**src/sv/height_hash_checkpoint_table_core_assert.svh**
```systemverilog
// Assertion macros for the checkpoint table core.
// Included by the top level; no other dependencies.
`ifndef HEIGHT_HASH_CHECKPOINT_TABLE_CORE_ASSERT_SVH
`define HEIGHT_HASH_CHECKPOINT_TABLE_CORE_ASSERT_SVH

`ifndef NO_ASSERTIONS

`define HHC_ASSERT_IMP(lbl, clk, rst, ante, cons, msg) \
   lbl: assert property (@(posedge clk) disable iff (rst) (ante) |-> (cons)) \
      else $error(msg);

`define HHC_ASSERT_NEXT(lbl, clk, rst, ante, cons, msg) \
   lbl: assert property (@(posedge clk) disable iff (rst) (ante) |=> (cons)) \
      else $error(msg);

`else

`define HHC_ASSERT_IMP(lbl, clk, rst, ante, cons, msg)

`define HHC_ASSERT_NEXT(lbl, clk, rst, ante, cons, msg)

`endif

`endif

```
**src/sv/hhc_pkg.sv**
```systemverilog
// Shared types and constants of the checkpoint table core.
// No dependencies.
`timescale 1ns / 1ps
`default_nettype none

package hhc_pkg;

   localparam int unsigned HEIGHT_W = 64;
   localparam int unsigned WORD_W   = 64;
   localparam int unsigned HASH_W   = 4 * WORD_W;

   typedef enum logic [1:0] {
      CMD_ADD   = 2'd0,
      CMD_CHECK = 2'd1,
      CMD_ZONE  = 2'd2,
      CMD_ALT   = 2'd3
   } cmd_type;

   typedef struct packed {
      logic load_req;
      logic scan_step;
      logic commit;
   } ctl_cmd_type;

   typedef struct packed {
      logic start_scan;
      logic scan_last;
   } dp_status_type;

endpackage

`default_nettype wire

```
**src/sv/hhc_ctrl.sv**
```systemverilog
// Controller state machine of the checkpoint table core.
// Depends on hhc_pkg for the command and status structs.
`timescale 1ns / 1ps
`default_nettype none

module hhc_ctrl (
   input  wire                   clock,
   input  wire                   reset,
   input  wire                   req_valid,
   output logic                  req_ready,
   output logic                  rsp_valid,
   input  wire                   rsp_ready,
   input  hhc_pkg::dp_status_type status,
   output hhc_pkg::ctl_cmd_type  ctl
);

   typedef enum logic [1:0] {
      ST_IDLE,
      ST_SCAN,
      ST_DRAIN,
      ST_FINISH
   } state_type;

   state_type state_ff;
   logic      rsp_valid_ff;
   logic      accept;
   logic      out_free;

   always_comb begin
      req_ready     = (state_ff == ST_IDLE);
      accept        = req_valid && req_ready;
      out_free      = !rsp_valid_ff || rsp_ready;
      ctl.load_req  = accept;
      ctl.scan_step = (state_ff == ST_SCAN);
      ctl.commit    = (state_ff == ST_FINISH) && out_free;
      rsp_valid     = rsp_valid_ff;
   end

   always_ff @(posedge clock) begin
      if (reset) begin
         state_ff     <= ST_IDLE;
         rsp_valid_ff <= 1'b0;
      end else begin
         unique case (state_ff)
            ST_IDLE: begin
               if (accept) begin
                  state_ff <= status.start_scan ? ST_SCAN : ST_FINISH;
               end
            end
            ST_SCAN: begin
               if (status.scan_last) begin
                  state_ff <= ST_DRAIN;
               end
            end
            ST_DRAIN: begin
               state_ff <= ST_FINISH;
            end
            ST_FINISH: begin
               if (out_free) begin
                  state_ff <= ST_IDLE;
               end
            end
            default: begin
               state_ff <= ST_IDLE;
            end
         endcase
         if (ctl.commit) begin
            rsp_valid_ff <= 1'b1;
         end else if (rsp_ready) begin
            rsp_valid_ff <= 1'b0;
         end
      end
   end

endmodule

`default_nettype wire

```
**config.mk**
```make
export PLATFORM = sky130hd
export DESIGN_NAME = hhc_ctrl
export DESIGN_NICKNAME = d
export VERILOG_FILES = /design/src/sv/height_hash_checkpoint_table_core_assert.svh /design/src/sv/hhc_pkg.sv /design/src/sv/hhc_ctrl.sv
export SDC_FILE = /design/constraint.sdc
export NUM_CORES = 1
export LEC_CHECK = 0
export ABC_AREA = 0
export BUFFER_PORTS_ARGS = -buffer_cell sky130_fd_sc_hd__buf_2
export CORE_AREA = 2 2 39 41
export DETAILED_ROUTE_END_ITERATION = 10
export DIE_AREA = 0 0 41 43
export MAX_ROUTING_LAYER = met4
export SLEW_MARGIN = 30
export SYNTH_ARGS = -nofsm -noshare
export SYNTH_HDL_FRONTEND = slang
export SYNTH_SLANG_ARGS = --single-unit
```
**constraint.sdc**
```tcl
create_clock -name clock -period 1.5 [get_ports clock]
set_input_delay 0.075 -clock clock [delete_from_list [all_inputs] [get_ports clock]]
set_output_delay 0.075 -clock clock [all_outputs]
set_load 0.02 [all_outputs]
```
=== Word level (Yosys, flattened, before mapping) ===
Index checks and enable logic that the tools add are counted.

* Bits in writable memories: 0
* Latch bits: 0
* Memories: 0
* Flip-flop bits (word level): 3
* Word-level logic and storage cells: 22
* Memory bits (read-only): 0

* Muxes and demuxes: 7
* Reductions and logical operators: 7
* Bitwise logic cells: 0
* Multiply operators: 0
* $add $sub $neg: 0
* Div/mod/pow operators: 0
* Equality and inequality tests: 6
* Shift-type cells: 0
* Order comparisons: 0

{| class="wikitable"
|+ Operator list
! kind !! number
|-
| 2-bit two-way mux || 4
|-
| 2-bit one-hot mux with 4 select lines || 1
|-
| 2-bit == test (second input constant) || 2
|-
| 2-bit inequality test (second input constant) || 2
|-
| 3-bit AND reduction || 1
|-
| 2-bit by 1-bit == test with 1-bit output (second input constant) || 1
|-
| 1-bit logical AND || 2
|-
| 2-bit zero test || 1
|-
| 1-bit two-way mux || 2
|-
| 2-bit by 1-bit inequality test with 1-bit output (second input constant) || 1
|-
| 2-bit nonzero test || 1
|-
| 1-bit zero test || 1
|-
| 1-bit logical OR || 1
|}

=== Logic depth before layout (Yosys ltp) ===
* Depth after elaboration: 4
* Gate-level depth with buffers: 5
* Mapped depth without buffers: 5

=== Worst setup path after synthesis ===
OpenSTA, ideal clock, no wires.

* Kind: reg-to-reg
* From: reg state_ff[0]
* To: reg state_ff[1]
* Setup time: 0.115 ns
* Path slack: 0.061 ns
* Arrival time: 1.324 ns
* Clock period less this slack: 1.439 ns
* Stages on the path, launching flop included: 6
* Data required time: 1.385 ns
* Cells stage by stage: dfxtp_1 -> inv_1 -> ha_1 -> nor2b_1 -> o31a_1 -> o21a_1

* Cells in the longest elaborated chain, start to end: 4
* Elaborated cells between the ends (all ways): 10

{| class="wikitable"
|+ RTL lines
! item !! RTL line !! text
|-
| from (decl) || hhc_ctrl.sv:24 || <nowiki>state_type state_ff;</nowiki>
|-
| from (signal assigned) || hhc_ctrl.sv:47 || <nowiki>state_ff <= status.start_scan ? ST_SCAN : ST_FINISH;</nowiki>
|-
| 2-bit zero test * || hhc_ctrl.sv:30 || <nowiki>req_ready = (state_ff == ST_IDLE);</nowiki>
|-
| net req_ready || hhc_ctrl.sv:10 || <nowiki>output logic req_ready,</nowiki>
|-
| 1-bit logical AND || hhc_ctrl.sv:31 || <nowiki>accept = req_valid && req_ready;</nowiki>
|-
| 2-bit by 1-bit inequality test with 1-bit output (no line) || -- ||
|-
| 3-bit AND reduction (no line) || -- ||
|}

The timed path passes the listed nets; every way through them passes the cells marked *.
A chain may end at the register's enable or synchronous reset.

=== Worst setup path in the final report ===
* From: reg state_ff[0]
* To: reg state_ff[1]

* Cells in the longest elaborated chain, start to end: 4
* Elaborated cells between the ends (all ways): 10

{| class="wikitable"
|+ RTL lines
! item !! RTL line
|-
| 2-bit zero test || hhc_ctrl.sv:30, hhc_ctrl.sv:44
|-
| 1-bit logical AND || hhc_ctrl.sv:31
|-
| 2-bit by 1-bit inequality test with 1-bit output (no line) || --
|-
| 3-bit AND reduction (no line) || --
|}

Several ways; a longest one is shown, not always the timed one.

==> reports/metrics.yaml <==
finalSetupViolations: 0
arrival_ns: 1.51
drtIter0Drc: 0
final_hold_viol_count: 0
synth.avg_cell_area_um2: 9.29
holdBufCountCts: 0
tns_ns: 0
leakage_nw: 0.175
period_share: 0.930
top_layer: "met3"
wl_met2_um: 211
syn_nets: 38
core_um2: 1380
skew_ns: 0.00506
ff2ff_path_depth: 5
dp_hpwl_um: 369
clk_latency_ns: 0.23
peakVddDrop_uv: 440
cp_num_cells: 5
multi_input_area_um2: 188
met3WireLength_um: 35
syn_area_um2: 260
wl_per_cell_um: 8.49
gp_congestion: 0.611
fmax_mhz: 717
clk_path_buf_depth: 2
rows: 14
post_cts_buffers: 0
cp-start-kind: "flip-flop"
ys_seq_elements: 3
worstPathRequired_ns: 1.62
yosysSeqAreaShare: 0.231
overflow: 0
via_per_inst: 3.86
timing.rr.start: "state_ff[0]"
cts_buffers: 3
fillCellCount: 158
yosysWarnings: 0
end_kind: "flip-flop"
grt_pass1_wl_um: 669
die_h_um: 43
pre_cts_ws_ns: 0.0664
die_area_um2: 1760
path_cells: "inv_1, ha_1, nor2b_1, o31a_1, o21a_1"
min_path_cells: 2
clock-root-buffer: "clkbuf_4"
ios: 11
drtPass1Iterations: 1
rsz0062_at_grt: "false"
min_period_ns: 1.40
slew-limit-headroom: 0.767
worst_pin_slew_ns: 0.349
crit_path_max_incr_delay_ns: 0.35
die_w_um: 41
synth_cell_types: 15
num_vias: 220
critPathKind: "reg -> reg"
antenna_cells: 0
drc: 0
power_density_nw_per_um2: 1860
crit_family: "compound AO/OA/AOI/OAI gates"
wl_met1_um: 237
track_usage: 0.0627
cap_viol_max_count: 0
antenna_found_initial: 0
critPathLaunch: "state_ff[0]"
cts_tree: "yes"
port-buffer-count: 10
status: "complete, no violations"
hold_class: "in -> reg"
final.setup.worst_slack_ns: 0.104
syn_to_final_growth_pct: 37.5
final_nets: 52
cts_max_level: 1
cts_sinks: 3
clk_pin_slew_ns: 0.04
seq_area_um2: 62.6
layout-drive-gt1-share: 0.488
initial_core_util: 0.188
synth_cells: 28
hold_start: "reset"
antenna_left: 0
cp_slowest_cell: "dfxtp_2"
drt_wl_total_um: 484
cp_max_fo: 6
critPathBufInv: 1
slew_viol_final: 0
grt_max_degree: 7
grt_pass1_vias: 185
## state kept, by name (all words and copies together) (netlist names)
signal     flops
rsp_valid      1
state_ff       2
## worst register-to-register path, delay by kind of cell, from the launching register on
kind	cells	cell delay, ns
simple gates	1	0.20
fa+ha+maj	1	0.25
buf+inv	1	0.06
compound gates	2	0.42
flops	1	0.35
## cell usage after synthesis
| master | instances | area, µm² |
|---|---|---|
| a2111oi_2 | 1 | 15.0 |
| and2_1 | 1 | 6.26 |
| and2b_2 | 1 | 8.76 |
| and3b_4 | 1 | 12.5 |
| buf_4 | 1 | 7.51 |
| dfxtp_1 | 3 | 60.1 |
| ha_1 | 4 | 50.1 |
| inv_1 | 3 | 11.3 |
| nand2b_1 | 1 | 6.26 |
| nand2b_4 | 1 | 13.8 |
| nor2_1 | 3 | 11.3 |
| nor2b_1 | 3 | 18.8 |
| nor4_1 | 1 | 6.26 |
| o21a_1 | 2 | 15.0 |
| o31a_1 | 2 | 17.5 |
## metal layers
layer,vias up,global-route usage
met5,-,-
met4,0,0.0800
met3,0,0.0157
met2,8,0.0688
met1,94,0.0769
li1,118,-
## kinds of logic (layout without fill, tap and decap cells)
family	after synthesis	in the layout	share of synthesized area
fa+ha+maj	4	4	0.192
flops	3	3	0.231
compound gates	5	5	0.183
simple gates	12	12	0.322
buf+inv	4	17	0.0721
## final timing paths
path	endpoint	slack, ns
max	state_ff[1]	0.10
min	rsp_valid	0.01
max reg2reg	state_ff[1]	0.10
min reg2reg	state_ff[1]	0.62
## where the power goes
group	leakage, nW	internal (mW)	switching [mW]
Clock	0.0150	0.0999	0.0447
Sequential	0.0253	0.112	0.0267
Combinational	0.135	0.175	0.207
## repair_timing
| item | CTS | global route |
|---|---|---|
| resized for setup | 0 | 3 |
| endpoints found under the hold margin | 0 | 0 |
| endpoints found under the setup margin | 0 | 2 |
## per-stage QoR
stage / total power [mW] / area (µm²) / utilization / hold WS (ns) / instances
6_report: 0.665 / 358 / 0.259 / 0.0108 / 57
2_1_floorplan: 0.443 / 260 / - / 0.147 / 28
4_1_cts: 0.661 / 349 / 0.252 / 0.00311 / 57
3_3_place_gp: 0.504 / 323 / 0.233 / 0.251 / 53
3_5_place_dp: 0.508 / 323 / 0.233 / 0.253 / 53
5_1_grt: 0.730 / 358 / 0.259 / 0.00504 / 57
## area by class of cell
cell class / count / share of cell area
Clock buffer: 4 / 0.0734
Timing Repair Buffer: 10 / 0.140
Multi-Input combinational cell: 21 / 0.524
Sequential cell: 3 / 0.175
Inverter: 3 / 0.0315
Tap cell: 16 / 0.0559
## cell usage in the layout, fill, tap and decap left out
| cell | count |
|---|---|
| nor2_1 | 3 |
| and2b_2 | 1 |
| inv_1 | 3 |
| nand2b_4 | 1 |
| clkbuf_4 | 3 |
| buf_2 | 10 |
| ha_1 | 4 |
| clkbuf_1 | 1 |
| and2_1 | 1 |
| nor4_2 | 1 |
| nor2b_1 | 3 |
| dfxtp_1 | 1 |
| and3b_4 | 1 |
| o31a_1 | 2 |
| dfxtp_2 | 2 |
| o21a_1 | 2 |
| nand2b_1 | 1 |
| a2111oi_2 | 1 |
Power figures use the tool's default switching activity.
